<file path="config.mk">
export PLATFORM = sky130hd
export DESIGN_NAME = gamepad_input_conditioner
export DESIGN_NICKNAME = d
export VERILOG_FILES = /design/src/rtl/core/gic_pkg.sv /design/src/rtl/core/gic_cfg_regs.sv /design/src/rtl/core/gic_axis_cond.sv /design/src/rtl/core/gic_btn_track.sv /design/src/rtl/core/gamepad_input_conditioner.sv
export VERILOG_INCLUDE_DIRS = /design/src /design/src/rtl/core
export SDC_FILE = /design/constraint.sdc
export NUM_CORES = 1
export LEC_CHECK = 0
export BUFFER_PORTS_ARGS = -buffer_cell sky130_fd_sc_hd__buf_2
export CAP_MARGIN = 20
export CORE_MARGIN = 4
export CORE_UTILIZATION = 50
export CTS_CLUSTER_SIZE = 28
export DETAILED_ROUTE_END_ITERATION = 7
export GPL_ROUTABILITY_DRIVEN = 0
export PLACE_DENSITY = 0.78
export RECOVER_POWER = 50
export SETUP_SLACK_MARGIN = 0.15
export SLEW_MARGIN = 15
export SYNTH_ARGS = -nofsm -noshare
export SYNTH_HDL_FRONTEND = slang
export SYNTH_SLANG_ARGS = --single-unit
</file>
<file path="constraint.sdc">
create_clock -name clk -period 9.6 [get_ports clk]
set_input_delay 0 -clock clk [delete_from_list [all_inputs] [get_ports clk]]
set_output_delay 0 -clock clk [all_outputs]
set_load 0.03 [all_outputs]
</file>
<file path="src/rtl/core/gamepad_input_conditioner_macros.svh">
// assertion helpers used by gamepad_input_conditioner
`ifndef GAMEPAD_INPUT_CONDITIONER_MACROS_SVH
`define GAMEPAD_INPUT_CONDITIONER_MACROS_SVH

// checked on every rising clock edge outside reset
`define GIC_ASSERT(label, prop) \
  label: assert property (@(posedge clk) disable iff (rst) (prop)) \
    else $error("gamepad conditioner check failed");

// checked on every rising clock edge, reset included
`define GIC_ASSERT_ALWAYS(label, prop) \
  label: assert property (@(posedge clk) (prop)) \
    else $error("gamepad conditioner reset check failed");

`endif

</file>
<file path="src/rtl/core/gic_pkg.sv">
package gic_pkg;

  // field widths
  localparam int PORT_W  = 2;
  localparam int BTN_W   = 16;
  localparam int AXIS_W  = 8;
  localparam int MASK_W  = 4;
  localparam int MAG_W   = 7;
  localparam int CFG_A_W = 2;
  localparam int CFG_D_W = 7;

  // stream widths
  localparam int S_DATA_W = BTN_W + 2 * AXIS_W;
  localparam int S_USER_W = PORT_W + 1;
  localparam int M_DATA_W = 2 * BTN_W + 2 * AXIS_W;
  localparam int M_USER_W = PORT_W + 1;

  // defaults
  localparam int NUM_PORTS_DEF = 4;
  localparam logic [MASK_W-1:0] CONNECTED_MASK_RST = '0;
  localparam logic [MAG_W-1:0]  DEAD_ZONE_RST      = 7'd16;
  localparam logic [MAG_W-1:0]  MAX_DEFLECTION_RST = 7'd60;

  // register indexes
  typedef enum logic [CFG_A_W-1:0] {
    CFG_CONNECTED_MASK = 2'd0,
    CFG_DEAD_ZONE      = 2'd1,
    CFG_MAX_DEFLECTION = 2'd2
  } cfg_idx_t;

  // live configuration handed to the datapath
  typedef struct packed {
    logic [MASK_W-1:0] connected_mask;
    logic [MAG_W-1:0]  dead_zone;
    logic [MAG_W-1:0]  max_deflection;
  } cfg_t;

  // one captured report
  typedef struct packed {
    logic [PORT_W-1:0]        port;
    logic [BTN_W-1:0]         buttons;
    logic signed [AXIS_W-1:0] raw_x;
    logic signed [AXIS_W-1:0] raw_y;
    logic                     read_error;
  } report_t;

endpackage

</file>
<file path="src/rtl/core/gic_cfg_regs.sv">
module gic_cfg_regs (
  input  logic                         clk,
  input  logic                         rst,
  input  logic                         cfg_valid,
  output logic                         cfg_ready,
  input  logic [gic_pkg::CFG_A_W-1:0]  cfg_addr,
  input  logic [gic_pkg::CFG_D_W-1:0]  cfg_data,
  output gic_pkg::cfg_t                cfg
);
  import gic_pkg::*;

  assign cfg_ready = 1'b1;

  // register writes, unknown indexes dropped
  always_ff @(posedge clk) begin
    if (rst) begin
      cfg.connected_mask <= CONNECTED_MASK_RST;
      cfg.dead_zone      <= DEAD_ZONE_RST;
      cfg.max_deflection <= MAX_DEFLECTION_RST;
    end else if (cfg_valid) begin
      unique case (cfg_idx_t'(cfg_addr))
        CFG_CONNECTED_MASK: cfg.connected_mask <= cfg_data[MASK_W-1:0];
        CFG_DEAD_ZONE:      cfg.dead_zone      <= cfg_data[MAG_W-1:0];
        CFG_MAX_DEFLECTION: cfg.max_deflection <= cfg_data[MAG_W-1:0];
        default: ;
      endcase
    end
  end

endmodule

</file>
<file path="src/rtl/core/gic_axis_cond.sv">
module gic_axis_cond (
  input  logic signed [gic_pkg::AXIS_W-1:0] raw,
  input  logic [gic_pkg::MAG_W-1:0]         dead_zone,
  input  logic [gic_pkg::MAG_W-1:0]         max_deflection,
  output logic signed [gic_pkg::AXIS_W-1:0] adj
);
  import gic_pkg::*;

  logic [AXIS_W-1:0] raw_u;
  logic [AXIS_W-1:0] mag;
  logic [AXIS_W-1:0] over;
  logic [MAG_W-1:0]  lim;
  logic              outside;

  // magnitude, -128 maps to 128
  assign raw_u = AXIS_W'(raw);
  assign mag   = raw_u[AXIS_W-1] ? (~raw_u + AXIS_W'(1)) : raw_u;

  // dead zone then clamp on the magnitude
  assign outside = mag > {1'b0, dead_zone};
  assign over    = mag - {1'b0, dead_zone};

  always_comb begin
    if (!outside) begin
      lim = '0;
    end else if (over > {1'b0, max_deflection}) begin
      lim = max_deflection;
    end else begin
      lim = over[MAG_W-1:0];
    end
  end

  // restore sign
  assign adj = raw_u[AXIS_W-1] ? -$signed({1'b0, lim}) : $signed({1'b0, lim});

endmodule

</file>
<file path="src/rtl/core/gic_btn_track.sv">
module gic_btn_track #(
  parameter int NUM_PORTS = gic_pkg::NUM_PORTS_DEF
) (
  input  logic                        clk,
  input  logic                        rst,
  input  logic                        update,
  input  logic [gic_pkg::PORT_W-1:0]  port,
  input  logic [gic_pkg::BTN_W-1:0]   buttons,
  input  logic                        good,
  output logic                        in_range,
  output logic [gic_pkg::BTN_W-1:0]   pressed
);
  import gic_pkg::*;

  localparam int IDX_W = (NUM_PORTS > 1) ? $clog2(NUM_PORTS) : 1;

  logic [BTN_W-1:0] last_buttons [NUM_PORTS];
  logic [31:0]      port_ext;
  logic [IDX_W-1:0] idx;
  logic [BTN_W-1:0] prev;

  assign port_ext = 32'(port);
  assign idx      = port_ext[IDX_W-1:0];
  assign in_range = port_ext < 32'(NUM_PORTS);
  assign prev     = in_range ? last_buttons[idx] : '0;

  // newly pressed: set now, clear before
  assign pressed = buttons & ~prev;

  // store current word, or clear on a bad report
  always_ff @(posedge clk) begin
    if (rst) begin
      for (int i = 0; i < NUM_PORTS; i++) begin
        last_buttons[i] <= '0;
      end
    end else if (update && in_range) begin
      last_buttons[idx] <= good ? buttons : '0;
    end
  end

endmodule

</file>
<file path="src/rtl/core/gamepad_input_conditioner.sv">
// channel  | beat fields (low bit up)                     | direction
// s_axis   | tdata: buttons, raw_x, raw_y; tuser: port,   | in
//          |   read_error                                 |
// m_axis   | tdata: held, pressed, adj_x, adj_y;          | out
//          |   tuser: out_port, valid_res                 |
// cfg      | cfg_addr: register index, cfg_data: value    | in
//
// one report per cycle sustained while m_axis takes results; each report
// passes through the input register and leaves from the result register.
// the per-port button store is read and updated in the same cycle as the
// result register loads, so reports of one port may follow back to back.
// synchronous reset clears the stored buttons and both valid flags and
// reloads the config defaults. a stall on m_axis holds the result; s_tready
// then stays high only while the input register is empty.
module gamepad_input_conditioner #(
  parameter int NUM_PORTS = gic_pkg::NUM_PORTS_DEF
) (
  input  logic                          clk,
  input  logic                          rst,
  input  logic                          s_tvalid,
  output logic                          s_tready,
  // buttons[15:0], raw_x[23:16], raw_y[31:24]
  input  logic [gic_pkg::S_DATA_W-1:0]  s_tdata,
  // port[1:0], read_error[2]
  input  logic [gic_pkg::S_USER_W-1:0]  s_tuser,
  output logic                          m_tvalid,
  input  logic                          m_tready,
  // held[15:0], pressed[31:16], adj_x[39:32], adj_y[47:40]
  output logic [gic_pkg::M_DATA_W-1:0]  m_tdata,
  // out_port[1:0], valid_res[2]
  output logic [gic_pkg::M_USER_W-1:0]  m_tuser,
  input  logic                          cfg_valid,
  output logic                          cfg_ready,
  input  logic [gic_pkg::CFG_A_W-1:0]   cfg_addr,
  input  logic [gic_pkg::CFG_D_W-1:0]   cfg_data
);
  import gic_pkg::*;

  `include "gamepad_input_conditioner_macros.svh"

  cfg_t    cfg;
  report_t rpt;
  logic    rpt_valid;
  logic    advance;
  logic    load;

  logic                     in_range;
  logic                     good;
  logic [BTN_W-1:0]         pressed;
  logic signed [AXIS_W-1:0] adj_x;
  logic signed [AXIS_W-1:0] adj_y;

  gic_cfg_regs u_cfg (
    .clk       (clk),
    .rst       (rst),
    .cfg_valid (cfg_valid),
    .cfg_ready (cfg_ready),
    .cfg_addr  (cfg_addr),
    .cfg_data  (cfg_data),
    .cfg       (cfg)
  );

  // handshake: result register frees when empty or taken
  assign advance  = !m_tvalid || m_tready;
  assign s_tready = !rpt_valid || advance;
  assign load     = rpt_valid && advance;

  // input register
  always_ff @(posedge clk) begin
    if (rst) begin
      rpt_valid <= 1'b0;
    end else if (s_tready) begin
      rpt_valid <= s_tvalid;
    end
  end

  always_ff @(posedge clk) begin
    if (s_tvalid && s_tready) begin
      rpt.buttons    <= s_tdata[BTN_W-1:0];
      rpt.raw_x      <= s_tdata[BTN_W +: AXIS_W];
      rpt.raw_y      <= s_tdata[BTN_W+AXIS_W +: AXIS_W];
      rpt.port       <= s_tuser[PORT_W-1:0];
      rpt.read_error <= s_tuser[PORT_W];
    end
  end

  // report is good when port connected and read clean
  assign good = in_range && cfg.connected_mask[rpt.port] && !rpt.read_error;

  gic_btn_track #(
    .NUM_PORTS (NUM_PORTS)
  ) u_btn (
    .clk      (clk),
    .rst      (rst),
    .update   (load),
    .port     (rpt.port),
    .buttons  (rpt.buttons),
    .good     (good),
    .in_range (in_range),
    .pressed  (pressed)
  );

  gic_axis_cond u_axis_x (
    .raw            (rpt.raw_x),
    .dead_zone      (cfg.dead_zone),
    .max_deflection (cfg.max_deflection),
    .adj            (adj_x)
  );

  gic_axis_cond u_axis_y (
    .raw            (rpt.raw_y),
    .dead_zone      (cfg.dead_zone),
    .max_deflection (cfg.max_deflection),
    .adj            (adj_y)
  );

  // result register
  always_ff @(posedge clk) begin
    if (rst) begin
      m_tvalid <= 1'b0;
    end else if (advance) begin
      m_tvalid <= rpt_valid;
    end
  end

  always_ff @(posedge clk) begin
    if (load) begin
      m_tuser <= {good, rpt.port};
      if (good) begin
        m_tdata <= {adj_y, adj_x, pressed, rpt.buttons};
      end else begin
        m_tdata <= '0;
      end
    end
  end

  // checks
  `GIC_ASSERT(a_bad_beat_zero, m_tvalid && !m_tuser[PORT_W] |-> m_tdata == '0)
  `GIC_ASSERT(a_pressed_in_held,
              m_tvalid |-> (m_tdata[2*BTN_W-1:BTN_W] & ~m_tdata[BTN_W-1:0]) == '0)
  `GIC_ASSERT(a_input_holds, rpt_valid && !advance |=> rpt_valid && $stable(rpt))
  `GIC_ASSERT_ALWAYS(a_reset_empty, rst |=> !m_tvalid && !rpt_valid)

endmodule

</file>
* Word level (Yosys, flattened, before mapping) *
Memories as Yosys holds them, arrays and structs flattened. A register that Yosys moved wholly into a read port is not among the register bits.
Index checks and enable logic that the tools add are counted.

word-level totals
  register bits = 106
  RAM bits = 64
  output and inout bits = 54
  memories kept = 1

operators by class
  add/sub/neg operators = 6
  $lt $le $gt $ge = 6
  equality and inequality tests = 2
  mux-type cells = 21
  bitwise logic cells = 4
  reductions and logical operators = 17

memory list
  name                words  width  read ports  clocked after Yosys merged registers in  write ports  RTL line             RTL
  u_btn.last_buttons  4      16     1           1                                        4            gic_btn_track.sv:17  logic [BTN_W-1:0] last_buttons [NUM_PORTS];

operator list
  operator               count
  $mux W16               3
  $mux W7                6
  $gt A8 B7 Y1           4
  $add A8 B1 Y8 const B  2
  $and A16 B16 Y16       1
  $mux W8                2
  $neg A7 Y8             2
  $not A16 Y16           1
  $not A8 Y8             2
  $reduce_or A16 Y1      1
  $sub A8 B7 Y8          2
  $reduce_and A2 Y1      5
  $mux W1                7
  $lt A2 B3 Y1 const B   2
  $logic_and A1 B1 Y1    5
  $mux W2                2
  $logic_not A1 Y1       3
  $bmux W1 S2            1
  $eq A2 B1 Y1 const B   1
  $eq A2 B2 Y1 const B   1
  $logic_not A2 Y1       1
  $logic_or A1 B1 Y1     2

* Longest topological paths before layout *
Gate-level depths: netlist of the first run.

  word-level depth = 9
  gate-level depth with buffers = 25
  depth with buffers taken out = 24

* Modules after synthesis *
From an unflattened synthesis of the first run, not the netlist that was laid out.

second synthesis, totals
  cells, all modules = 855
  area total of the unflattened synthesis = 10075.9 µm²

modules (own cells, without submodules)
  module                     instances  cells an instance  area each (µm²)
  gamepad_input_conditioner  1          287                4245.3
  gic_btn_track              1          201                2947.8
  gic_axis_cond at u_axis_y  1          157                1146.1
  gic_axis_cond at u_axis_x  1          134                963.4
  gic_cfg_regs               1          76                 773.2

* Worst setup path before layout of the first run *
No wires, ideal clock.

  kind = reg2reg
  start = reg rpt[1] (netlist name)
  end = reg m_tdata[44] (netlist name), data pin
  data arrival time = 4.646 ns
  required time = 9.330 ns
  path slack = 4.683 ns
  cell stages (with the launch flop) = 25
  path buffers = 1
  cells stage by stage = edfxtp_1 -> inv_1 -> ha_1 -> nand2b_1 -> xnor2_1 -> ha_1 -> a21oi_1 -> a21boi_0 -> or4b_2 -> nand3_1 -> ha_1 -> a21o_1 -> a21o_1 -> mux2_2 -> o31a_1 -> nor2_2 -> buf_2 -> nor2_1 -> a211o_1 -> ha_1 -> nand2_1 -> a21oi_1 -> a31oi_1 -> a211o_1 -> a31oi_2

on the way
  cells in the longest elaborated chain, start to end = 9
  elaborated cells on any way between the ends = 10
  classes of those cells = 3 x add/sub; 2 x order compare; 4 x mux; 1 x bitwise

ends and longest elaborated chain
  item                  RTL line                          RTL
  start, declared       gamepad_input_conditioner.sv:42   report_t rpt;
  $not A8 Y8            gic_axis_cond.sv:17               assign mag = raw_u[AXIS_W-1] ? (~raw_u + AXIS_W'(1)) : raw_u;
  $add A8 B1 Y8         gic_axis_cond.sv:17
  $mux W8 *             gic_axis_cond.sv:17
  $sub A8 B7 Y8         gic_axis_cond.sv:21               assign over = mag - {1'b0, dead_zone};
  $gt A8 B7 Y1          gic_axis_cond.sv:26               end else if (over > {1'b0, max_deflection}) begin
  $mux W7               gic_axis_cond.sv:26
  $mux W7 *             gic_axis_cond.sv:24               if (!outside) begin
  $neg A7 Y8            gic_axis_cond.sv:34               assign adj = raw_u[AXIS_W-1] ? -$signed({1'b0, lim}) : $signed({1'b0, lim});
  $mux W7 *             gic_axis_cond.sv:34
  end signal, assigned  gamepad_input_conditioner.sv:130  m_tdata <= {adj_y, adj_x, pressed, rpt.buttons};
  end, declared         gamepad_input_conditioner.sv:29   output logic [gic_pkg::M_DATA_W-1:0] m_tdata,

Every way passes the cells marked *; elsewhere a longest branch is shown, timed or not.
A chain may end at the register's enable or synchronous reset.

* Worst setup path in the final report of the first run *
  start = reg rpt[11] (netlist name)
  end = reg m_tdata[34] (netlist name), data pin

The elaborated chain is that of the path after synthesis.

==> results of run 1 <==
how the worst min path moves through the flow:
stage / startpoint / to / slack [ps] / cells after the start
global placement: s_tdata[22] / rpt[15] / 180 / 1
global route: rst / m_tvalid / 20 / 2
CTS: cfg_addr[0] / u_cfg.cfg[17] / 5 / 4
floorplan: s_tuser[2] / rpt[0] / 100 / 0
finish: cfg_addr[0] / u_cfg.cfg[17] / 20 / 4
detailed placement: s_tdata[19] / rpt[12] / 180 / 1
per-stage QoR:
step / cell area [um^2] / setup WS, ps / cells / hold slack [ps]
floorplan: 8360 / 4680 / 697 / 98.9
global placement: 9050 / 4450 / 991 / 176
detailed placement: 9050 / 4240 / 991 / 178
CTS: 10100 / 4180 / 1067 / 4.68
global route: 9990 / 3650 / 1067 / 18.3
finish: 9990 / 4120 / 1067 / 18.9
layout by cell type (no fill, tap or decap), types with 17 or more instances in the layout:
cell type                         n
sky130_fd_sc_hd__a21oi_1         28
sky130_fd_sc_hd__inv_1           41
sky130_fd_sc_hd__mux2i_1         22
sky130_fd_sc_hd__ha_1            32
sky130_fd_sc_hd__nand2_1         42
sky130_fd_sc_hd__nor2_1         129
sky130_fd_sc_hd__dfxtp_1         21
sky130_fd_sc_hd__clkbuf_1        61
sky130_fd_sc_hd__clkbuf_16       17
sky130_fd_sc_hd__buf_2           43
sky130_fd_sc_hd__o21ai_0         22
sky130_fd_sc_hd__dlygate4sd3_1   44
sky130_fd_sc_hd__edfxtp_1       150
power breakdown:
group          switching (uW)  total [uW]  internal [uW]
clock                     304         672            368
sequential               20.8         873            852
combinational             213         353            140
Yosys cell counts, drive strengths merged, types with 6 or more instances:
cell,number
edfxtp,150
nor2,130
inv,42
nand2,42
ha,32
a21oi,28
clkbuf,22
dfxtp,22
mux2i,22
o21ai,22
mux4,16
nand2b,16
xnor2,15
nor3,12
or3,11
nor2b,10
o21a,10
nand3,8
nor4,8
mux2,6
o31a,6
per-layer routing:
metal  vias up  track usage, %  share of wire, %
met5         -               0                 0
met4         0            7.26               2.0
met3        27            4.93               4.9
met2       178            35.5                52
met1      2775            23.6                41
li1       2827               -                 -
cell families after synthesis:
family	share of synthesized area (%)
AOI/OAI and AO/OA	8.60
xor gates and xnor gates	1.98
adders and majority gates	5.27
buffers and inverters	3.13
DFF	59.2
muxes	7.76
other	0.0449
and+or+nand+nor	14.0
flip-flops by register name (all words and copies together), names as in the netlist, named ones only:
| signal | flops |
|---|---|
| m_tdata | 48 |
| rpt | 35 |
| u_cfg.cfg | 18 |
| u_btn.last_buttons | 64 |
| m_tuser | 3 |
| m_tvalid | 1 |
| rpt_valid | 1 |
cell type report:
cell class,count,area (um^2),share of cell area [%]
Timing Repair Buffer,148,885,8.86
Clock inverter,14,151,1.52
Multi-Input combinational cell,457,3150,31.5
Inverter,42,158,1.58
Clock buffer,18,429,4.30
Sequential cell,172,4950,49.5
Tap cell,216,270,2.71
worst reg2reg max path, delay by kind of cell, from the launching register on:
kind / cells / cell delay [ps]
AOI/OAI and AO/OA: 7 / 2490
and+or+nand+nor: 6 / 1250
adders and majority gates: 3 / 1050
DFF: 1 / 410
xor gates and xnor gates: 1 / 130
==> qor.yml, run 1 <==
clock_network:
  cts_made_buffers: 17
  clockBufferDepth: 2
  clockRootBuffer: "sky130_fd_sc_hd__clkbuf_16"
  htree_num_levels: 4
  holdBufCountCts: 44
  clock_latency_ps: 430
  path_clk_slew_ps: 60
  cts.repair.resized: 0
  postCtsSetupBuffers: 0
  clock_sinks: 172
  cts_tree: "done"
critical_path:
  timing_worst_setup_path_type: "flip-flop to flip-flop"
  timing.critical_path.from: "rpt[11]"
  reg2reg_setup_slack_ps: 4120
  cp_max_fo: 18
  worstSetupStartpointType: "flip-flop"
  worst_r2r_endpoint: "m_tdata[34]"
  worstSetupEndpointType: "flip-flop"
  worst_ep_arrival_time_ps: 5750
  crit_end: "m_tdata[34]"
  cp.buffers_inverters: 0
  timing.critical_path.required_ps: 9870
  crit_family: "compound AO/OA/AOI/OAI gates"
  critPathMostFrequentCell: "sky130_fd_sc_hd__ha_1"
  crit_path_max_incr_delay_ps: 770
  path_cells: "or3_1, o31ai_1, xnor2_1, ha_1, nand2b_1, o311ai_0, ha_1, a21o_1, a21oi_1, nand3_1, a211oi_4, nand2_1, o211ai_1, ha_1, nor2_1, or3_1, a21oi_1"
  r2r-start: "rpt[11]"
  critical_path_depth: 17
  timing.critical_path.slowest_stage_cell: "sky130_fd_sc_hd__o311ai_0"
  worstRegToRegCells: 17
run_status:
  violations: "capacitance limit, slew limit"
  status: "complete, but fails checks"
logic_synthesis:
  synthTopCellsByArea: "sky130_fd_sc_hd__edfxtp_1 (54%), sky130_fd_sc_hd__nor2_1 (5.8%), sky130_fd_sc_hd__dfxtp_1 (5.3%)"
  ys_ff_latch: 172
  post_synthesis_mean_instance_area_um2: 12.0
  yosys.area.top_type_share_pct: 53.9
  syn_nets: 780
  ys_types: 61
  yosys_warnings: 0
  syn_inst: 697
  netlist_area_um2: 8360
  synth_enable_flop_cells: 150
  biggest_area_consumer_among_synthesized_cells: "sky130_fd_sc_hd__edfxtp_1"
  async_flop_share_pct: 0
  synth_flop_cell: "sky130_fd_sc_hd__edfxtp_1"
  sequential_cell_area_fraction_in_the_yosys_report_pct: 59.2
timing:
  slew_viol_final: 89
  fin_tns_setup_ps: 0
  timing.final.crit_share_pct: 57.1
  skew_final_ps: 9.27
  tightest_slew_ps: 2840
  hold_viol: 0
  slew-limit-headroom_pct: -89.4
  number_of_endpoints_failing_setup_at_the_final_stage: 0
  setup_repair_after_global_routing_missed_its_margin: "false"
  period_needed_ps: 5480
  max_freq_mhz: 183
final_layout:
  share_of_post_route_cells_with_drive_strength_above_1_pct: 12.6
  fillerInstances: 1291
  final_core_util_pct: 62.0
  areaGrowthSynthToFinish_pct: 19.5
  finalNetCount: 921
  insertedDiodeCount: 0
drt:
  detailedRoute.firstIterationViolations: 451
  avgRoutedWirePerCell_um: 17.0
  final_antenna_net_count: 0
  drt-pass1-iter-count: 5
  finalWirelength_um: 18200
  route.detailed.drc: 0
  vias_per_cell: 5.44
  vias: 5807
global_route:
  grt_start_max_net_pins: 53
  antenna_found_initial: 0
  globalRouteOverflowTotal: 0
  first_global_vias: 5821
  grt_first_pass_wirelength_um: 28900
  groute.usage.overall_pct: 20.0
min_path:
  hold_class: "input port to flip-flop"
die:
  design.core.area_um2: 16100
  die_width_um: 137
  fp-row-count: 46
  die_area_um2: 18800
  floorplan.initialDensity_pct: 51.8
  die_h_um: 137
  top_level_ports: 103
power:
  pwr_density_cell_nw_per_um2: 190
  total_power_uw: 1900
  power_leakage_uw: 0.00378
  peak_supply_drop_mv: 0.131
place:
  dp_hpwl_um: 12000
  port_buffers: 101
run:
  maxCapViolations: 2
Note: power is estimated with default switching activity, not from simulation.
==> run 2: changes to the inputs <==
- PLACE_DENSITY: 0.78 -> 0.81
- clock period: 9.6 -> 4.9 ns (I/O delays scaled with it)
==> qor.yml, run 2 (synthesized netlist as in run 1, its figures left out) <==
run_status:
  status: "complete, but fails checks"
  violations: "capacitance limit, slew limit"
final_layout:
  finalNetCount: 949  # +3.0%
  multi_input_area_um2: 3330  # +5.8%
  fillerInstances: 1236  # -4.3%
  final_core_util_pct: 64.2  # +2.3 points
  mostFrequentLayoutCell: "sky130_fd_sc_hd__edfxtp_1"
  areaGrowthSynthToFinish_pct: 23.9
  insertedDiodeCount: 0  # unchanged
  share_of_post_route_cells_with_drive_strength_above_1_pct: 18.3  # +5.8 points
  final_cell_mix: "sky130_fd_sc_hd__edfxtp_1 (150), sky130_fd_sc_hd__nor2_1 (126), sky130_fd_sc_hd__clkbuf_1 (62)"
  seq_area_um2: 4950  # unchanged
  final_area_um2: 10400  # +3.6%
  largest_reg_flops: 64  # unchanged
  biggestRegsByFlops: "u_btn.last_buttons (64), m_tdata (48), rpt (35)"
  final_cell_count_no_fill: 1094  # +2.5%
  largest-register: "u_btn.last_buttons"
timing:
  max_freq_mhz: 213  # +17%
  slew_viol_final: 89  # unchanged
  skew_final_ps: 9.37  # +0.0965 ps
  tightest_slew_ps: 2900  # +53.6 ps
  setup_repair_after_global_routing_missed_its_margin: "true"
  number_of_endpoints_failing_setup_at_the_final_stage: 0  # unchanged
  timing.final.crit_share_pct: 95.6  # +39 points
  fin_tns_setup_ps: 0  # unchanged
  hold_viol: 0  # unchanged
  period_needed_ps: 4680  # -794 ps
  slew-limit-headroom_pct: -93.0  # -3.6 points
drt:
  vias_per_cell: 5.49  # +0.86%
  detailedRoute.firstIterationViolations: 463  # +2.7%
  vias: 6005  # +3.4%
  finalWirelength_um: 19100  # +5.4%
  avgRoutedWirePerCell_um: 17.5  # +2.8%
  route.detailed.drc: 0  # unchanged
  final_antenna_net_count: 0  # unchanged
  drt-pass1-iter-count: 7  # +2
global_route:
  first_global_vias: 5793  # -0.48%
  groute.usage.overall_pct: 20.9  # +0.86 points
  antenna_found_initial: 0  # unchanged
  grt_start_max_net_pins: 53  # unchanged
  grt_first_pass_wirelength_um: 30000  # +3.9%
  globalRouteOverflowTotal: 0  # unchanged
clock_network:
  clock_sinks: 172  # unchanged
  cts_made_buffers: 17  # unchanged
  htree_num_levels: 4  # unchanged
  path_clk_slew_ps: 70  # about the same
  cts_tree: "done"
  clockRootBuffer: "sky130_fd_sc_hd__clkbuf_16"
  clock_latency_ps: 430  # about the same
  clockBufferDepth: 2  # unchanged
die:
  die_h_um: 137  # unchanged
  die_area_um2: 18800  # unchanged
  die_width_um: 137  # unchanged
  design.core.area_um2: 16100  # unchanged
  floorplan.initialDensity_pct: 51.8  # unchanged
  top_level_ports: 103  # unchanged
  fp-row-count: 46  # unchanged
critical_path:
  worst_ep_arrival_time_ps: 4850  # -900 ps
  path_cells: "inv_2, ha_2, nand2b_4, xnor2_2, ha_1, buf_6, nor2b_4, o31a_1, o21a_1, o21a_1, nor2_1, ha_1, a21o_1, mux2_4, o31a_1, nor2_4, nor2_2, a211o_1, ha_4, nand2_2, a21oi_2, a31oi_1, a211o_1, a31oi_2"
  timing.critical_path.required_ps: 5070  # -4800 ps
  cp_max_fo: 5  # -13
  r2r-start: "rpt[1]"
  crit_path_max_incr_delay_ps: 370  # -400 ps
  timing.critical_path.slowest_stage_cell: "sky130_fd_sc_hd__edfxtp_1"
  crit_family: "compound AO/OA/AOI/OAI gates"
  worstSetupStartpointType: "flip-flop"
  cp.buffers_inverters: 2  # +2
  timing.critical_path.from: "rpt[1]"
  timing_worst_setup_path_type: "flip-flop to flip-flop"
  worstSetupEndpointType: "flip-flop"
power:
  total_power_uw: 3790  # +100%
  peak_supply_drop_mv: 0.272  # +110%
  power_leakage_uw: 0.00393  # +4.1%
  pwr_density_cell_nw_per_um2: 366  # +93%
min_path:
  holdCritStartpoint: "cfg_addr[1]"
  hold_class: "input port to flip-flop"
place:
  postPlaceCellArea_um2: 9130  # +0.84%
  port_buffers: 101  # unchanged
  dp_hpwl_um: 12400  # +2.8%
  numPlacedInstances: 999  # +0.81%
run:
  maxCapViolations: 2  # unchanged
-- run 2: layout make-up --
| cell class | count | share of cell area (%) |
|---|---|---|
| flip-flops and latches | 172 | 47.8 |
| multi-input cells | 457 | 32.2 |
| repair buffers | 176 | 10.7 |
| clock buffers | 17 | 4.11 |
| well taps | 216 | 2.61 |
| inverters | 42 | 1.52 |
| clock inverters | 14 | 1.08 |
-- run 2: report_power, final --
part,switching (uW),internal (uW)
Combinational,468,367
Sequential,43.4,1670
Clock,585,655
-- run 2: timing repair --
action,CTS,global route
hold endpoints to repair,57,0
setup endpoints to repair,4,12
buffers inserted,4,12
hold buffers,48,0
resized for setup,1,43
pin swaps,3,28
-- run 2: stage by stage --
stage	setup slack (ps)	hold slack (ps)
CTS	121	29.1
finish	215	37.1
global placement	193	176
detailed placement	17.3	178
floorplan	154	98.9
global route	44.6	67.7
-- run 2: worst paths after layout --
check | cells past startpoint | slack [ps] | endpoint
setup / recovery | 24 | 220 | m_tdata[44]
hold / removal | 4 | 40 | u_cfg.cfg[17]
setup reg to reg | 24 | 220 | m_tdata[44]
hold reg to reg | 2 | 500 | u_cfg.cfg[14]
-- run 2: layer usage --
metal	track usage [%]	wire length, um	vias up
met2	33.4	9150	241
met5	0	0	-
li1	-	-	2887
met3	4.78	1280	25
met4	6.49	366	0
met1	28.6	8360	2852
-- run 2: worst register-to-register path, stage by stage, from the launching register on --
cell                       delay (ps)
sky130_fd_sc_hd__edfxtp_1         370
sky130_fd_sc_hd__inv_2             50
sky130_fd_sc_hd__ha_2             180
sky130_fd_sc_hd__nand2b_4         140
sky130_fd_sc_hd__xnor2_2          130
sky130_fd_sc_hd__ha_1             360
sky130_fd_sc_hd__buf_6            140
sky130_fd_sc_hd__nor2b_4          120
sky130_fd_sc_hd__o31a_1           310
sky130_fd_sc_hd__o21a_1           210
sky130_fd_sc_hd__o21a_1           210
sky130_fd_sc_hd__nor2_1           100
sky130_fd_sc_hd__ha_1             260
sky130_fd_sc_hd__a21o_1           210
sky130_fd_sc_hd__mux2_4           270
sky130_fd_sc_hd__o31a_1           140
sky130_fd_sc_hd__nor2_4           190
sky130_fd_sc_hd__nor2_2            60
sky130_fd_sc_hd__a211o_1          300
sky130_fd_sc_hd__ha_4             200
sky130_fd_sc_hd__nand2_2           60
sky130_fd_sc_hd__a21oi_2           40
sky130_fd_sc_hd__a31oi_1          160
sky130_fd_sc_hd__a211o_1          160
sky130_fd_sc_hd__a31oi_2           80
==> run 3: changes to the inputs <==
- CORE_ASPECT_RATIO: not set -> 1.5
==> qor.yml, run 3 (synthesized netlist as in run 1, its figures left out) <==
place:
  dp_hpwl_um: 13500  # +9.1%
  port_buffers: 101  # unchanged
die:
  fp-row-count: 57  # +24%
  die_area_um2: 18900  # +0.23%
  die_h_um: 166  # +21%
  design.core.area_um2: 16300  # +1.3%
  floorplan.initialDensity_pct: 51.2  # -0.69 points
  top_level_ports: 103  # unchanged
  die_width_um: 114  # -17%
drt:
  avgRoutedWirePerCell_um: 18.4  # +4.9%
  detailedRoute.firstIterationViolations: 392  # -15%
  drt-pass1-iter-count: 5  # -2
  vias_per_cell: 5.60  # +2.0%
  route.detailed.drc: 0  # unchanged
  finalWirelength_um: 19800  # +3.5%
  route.met2.wl_um: 11300  # +23%
  routed-wl-met3_um: 989  # -23%
  met1_length_um: 6790  # -19%
  route.top_layer_used: "met4"
  final_antenna_net_count: 0  # unchanged
  vias: 6039  # +0.57%
final_layout:
  final_core_util_pct: 62.9  # -1.3 points
  biggestRegsByFlops: "u_btn.last_buttons (64), m_tdata (48), rpt (35)"
  seq_area_um2: 4940  # about the same
  multi_input_area_um2: 3290  # -1.2%
  final_cell_mix: "sky130_fd_sc_hd__edfxtp_1 (150), sky130_fd_sc_hd__nor2_1 (127), sky130_fd_sc_hd__clkbuf_1 (65)"
  largest-register: "u_btn.last_buttons"
  insertedDiodeCount: 0  # unchanged
  largest_reg_flops: 64  # unchanged
  mostFrequentLayoutCell: "sky130_fd_sc_hd__edfxtp_1"
  areaGrowthSynthToFinish_pct: 22.9
  share_of_post_route_cells_with_drive_strength_above_1_pct: 16.8  # -1.5 points
  fillerInstances: 1271  # +2.8%
  finalNetCount: 943  # -0.63%
power:
  peak_supply_drop_mv: 0.261  # -4.3%
  pwr_density_cell_nw_per_um2: 369  # +0.91%
  power_leakage_uw: 0.00390  # -0.77%
timing:
  number_of_endpoints_failing_setup_at_the_final_stage: 0  # unchanged
  setup_repair_after_global_routing_missed_its_margin: "true"
  tightest_slew_ps: 2970  # +75.6 ps
  skew_final_ps: 10.1  # +0.772 ps
  hold-worst-slack_ps: 44.9  # +7.84 ps
  slew-limit-headroom_pct: -98.0  # -5.0 points
  fin_tns_setup_ps: 0  # unchanged
  period_needed_ps: 4630  # -58.3 ps
  timing.final.crit_share_pct: 94.4  # -1.2 points
  hold_viol: 0  # unchanged
  max_freq_mhz: 216  # +1.3%
  slew_viol_final: 53  # -40%
global_route:
  grt_first_pass_wirelength_um: 30300  # +0.92%
  antenna_found_initial: 0  # unchanged
  grt_start_max_net_pins: 53  # unchanged
  globalRouteOverflowTotal: 0  # unchanged
  first_global_vias: 5999  # +3.6%
  groute.usage.overall_pct: 20.9  # -0.025 points
critical_path:
  worst_ep_arrival_time_ps: 4900  # +50 ps
  timing.critical_path.required_ps: 5170  # +100 ps
  timing.critical_path.slowest_stage_cell: "sky130_fd_sc_hd__or4b_4"
  timing_worst_setup_path_type: "flip-flop to flip-flop"
  cp_max_fo: 5  # unchanged
  worstSetupStartpointType: "flip-flop"
  crit_path_max_incr_delay_ps: 560  # +190 ps
  worstSetupEndpointType: "flip-flop"
  path_cells: "inv_1, ha_2, nand2b_4, xnor2_1, ha_2, a21oi_2, a21boi_2, or4b_4, nand3_4, ha_4, a21o_1, a21o_1, mux2_4, o31a_1, nor2_4, buf_4, a211o_1, ha_4, nand2_1, a21oi_1, a31oi_1, a211o_1, a31oi_2"
  crit_family: "compound AO/OA/AOI/OAI gates"
  cp.buffers_inverters: 2  # unchanged
clock_network:
  htree_num_levels: 4  # unchanged
  clockRootBuffer: "sky130_fd_sc_hd__clkbuf_16"
  cts_made_buffers: 17  # unchanged
  clock_sinks: 172  # unchanged
  path_clk_slew_ps: 70  # about the same
  cts_tree: "done"
  clock_latency_ps: 430  # about the same
  clockBufferDepth: 2  # unchanged
min_path:
  hold_class: "input port to flip-flop"
run:
  maxCapViolations: 1  # -1
run_status:
  status: "complete, but fails checks"
  violations: "capacitance limit, slew limit"
-- run 3: cell count changes in the layout (fill, tap and decap cells not counted), sizes merged --
cell,before,now
bufinv,0,1
clkbuf,79,83
dlygate4sd3,48,47
clkinvlp,2,3
clkinv,7,2
buf,66,61
-- run 3: routing by layer --
metal / track usage, % / vias up
met4: 8.47 / 0
li1: - / 2862
met3: 4.48 / 59
met5: 0 / -
met1: 20.8 / 2919
met2: 40.5 / 199
-- run 3: worst register-to-register path, stage by stage (launching register included) --
cell and delay [ps]:
sky130_fd_sc_hd__edfxtp_1 390, sky130_fd_sc_hd__inv_1 100, sky130_fd_sc_hd__ha_2 190, sky130_fd_sc_hd__nand2b_4 120, sky130_fd_sc_hd__xnor2_1 120, sky130_fd_sc_hd__ha_2 330
sky130_fd_sc_hd__a21oi_2 210, sky130_fd_sc_hd__a21boi_2 80, sky130_fd_sc_hd__or4b_4 560, sky130_fd_sc_hd__nand3_4 100, sky130_fd_sc_hd__ha_4 200, sky130_fd_sc_hd__a21o_1 150
sky130_fd_sc_hd__a21o_1 180, sky130_fd_sc_hd__mux2_4 270, sky130_fd_sc_hd__o31a_1 140, sky130_fd_sc_hd__nor2_4 170, sky130_fd_sc_hd__buf_4 140, sky130_fd_sc_hd__a211o_1 180
sky130_fd_sc_hd__ha_4 170, sky130_fd_sc_hd__nand2_1 60, sky130_fd_sc_hd__a21oi_1 160, sky130_fd_sc_hd__a31oi_1 60, sky130_fd_sc_hd__a211o_1 270, sky130_fd_sc_hd__a31oi_2 130
-- run 3: report_power, final --
| part | total (uW) | leakage, uW | internal, uW | switching (uW) |
|---|---|---|---|---|
| logic | 815 | 0.00198 | 349 | 466 |
| clock network | 1270 | 0.000265 | 719 | 555 |
| registers | 1710 | 0.00165 | 1670 | 35.4 |
| total | 3790 | 0.00390 | 2740 | 1060 |
-- run 3: path summary, 6_finish.rpt --
kind	from	to	slack, ps	depth (start not counted)
setup / recovery	rpt[2]	m_tdata[44]	270	23
hold / removal	cfg_addr[1]	u_cfg.cfg[16]	40	4
setup reg to reg	rpt[2]	m_tdata[44]	270	23
hold reg to reg	u_cfg.cfg[14]	u_cfg.cfg[14]	490	2
-- run 3: repair_timing --
action | CTS | global route
hold endpoints to repair | 57 | 0
pin swaps | 3 | 22
setup buffers | 0 | 13
hold buffers | 47 | 0
gates resized for setup | 1 | 31
setup endpoints to repair | 4 | 12
-- run 3: area by class of cell --
cell class,instances,area share (%)
inverters,42,1.53
clock buffers,21,4.38
repair buffers,170,10.3
flip-flops and latches,172,48.1
well taps,206,2.51
clock inverters,11,1.05
multi-input cells,457,32.0
-- run 3: per-stage QoR --
step | power [uW] | area (um^2) | std cells | worst slack, ps
detailed placement | 2430 | 9100 | 987 | 54.7
floorplan | 2260 | 8380 | 697 | 154
CTS | 3720 | 10100 | 1066 | 48.0
global placement | 2410 | 9100 | 987 | 181
finish | 3790 | 10300 | 1079 | 273
global route | 3950 | 10300 | 1079 | 50.3
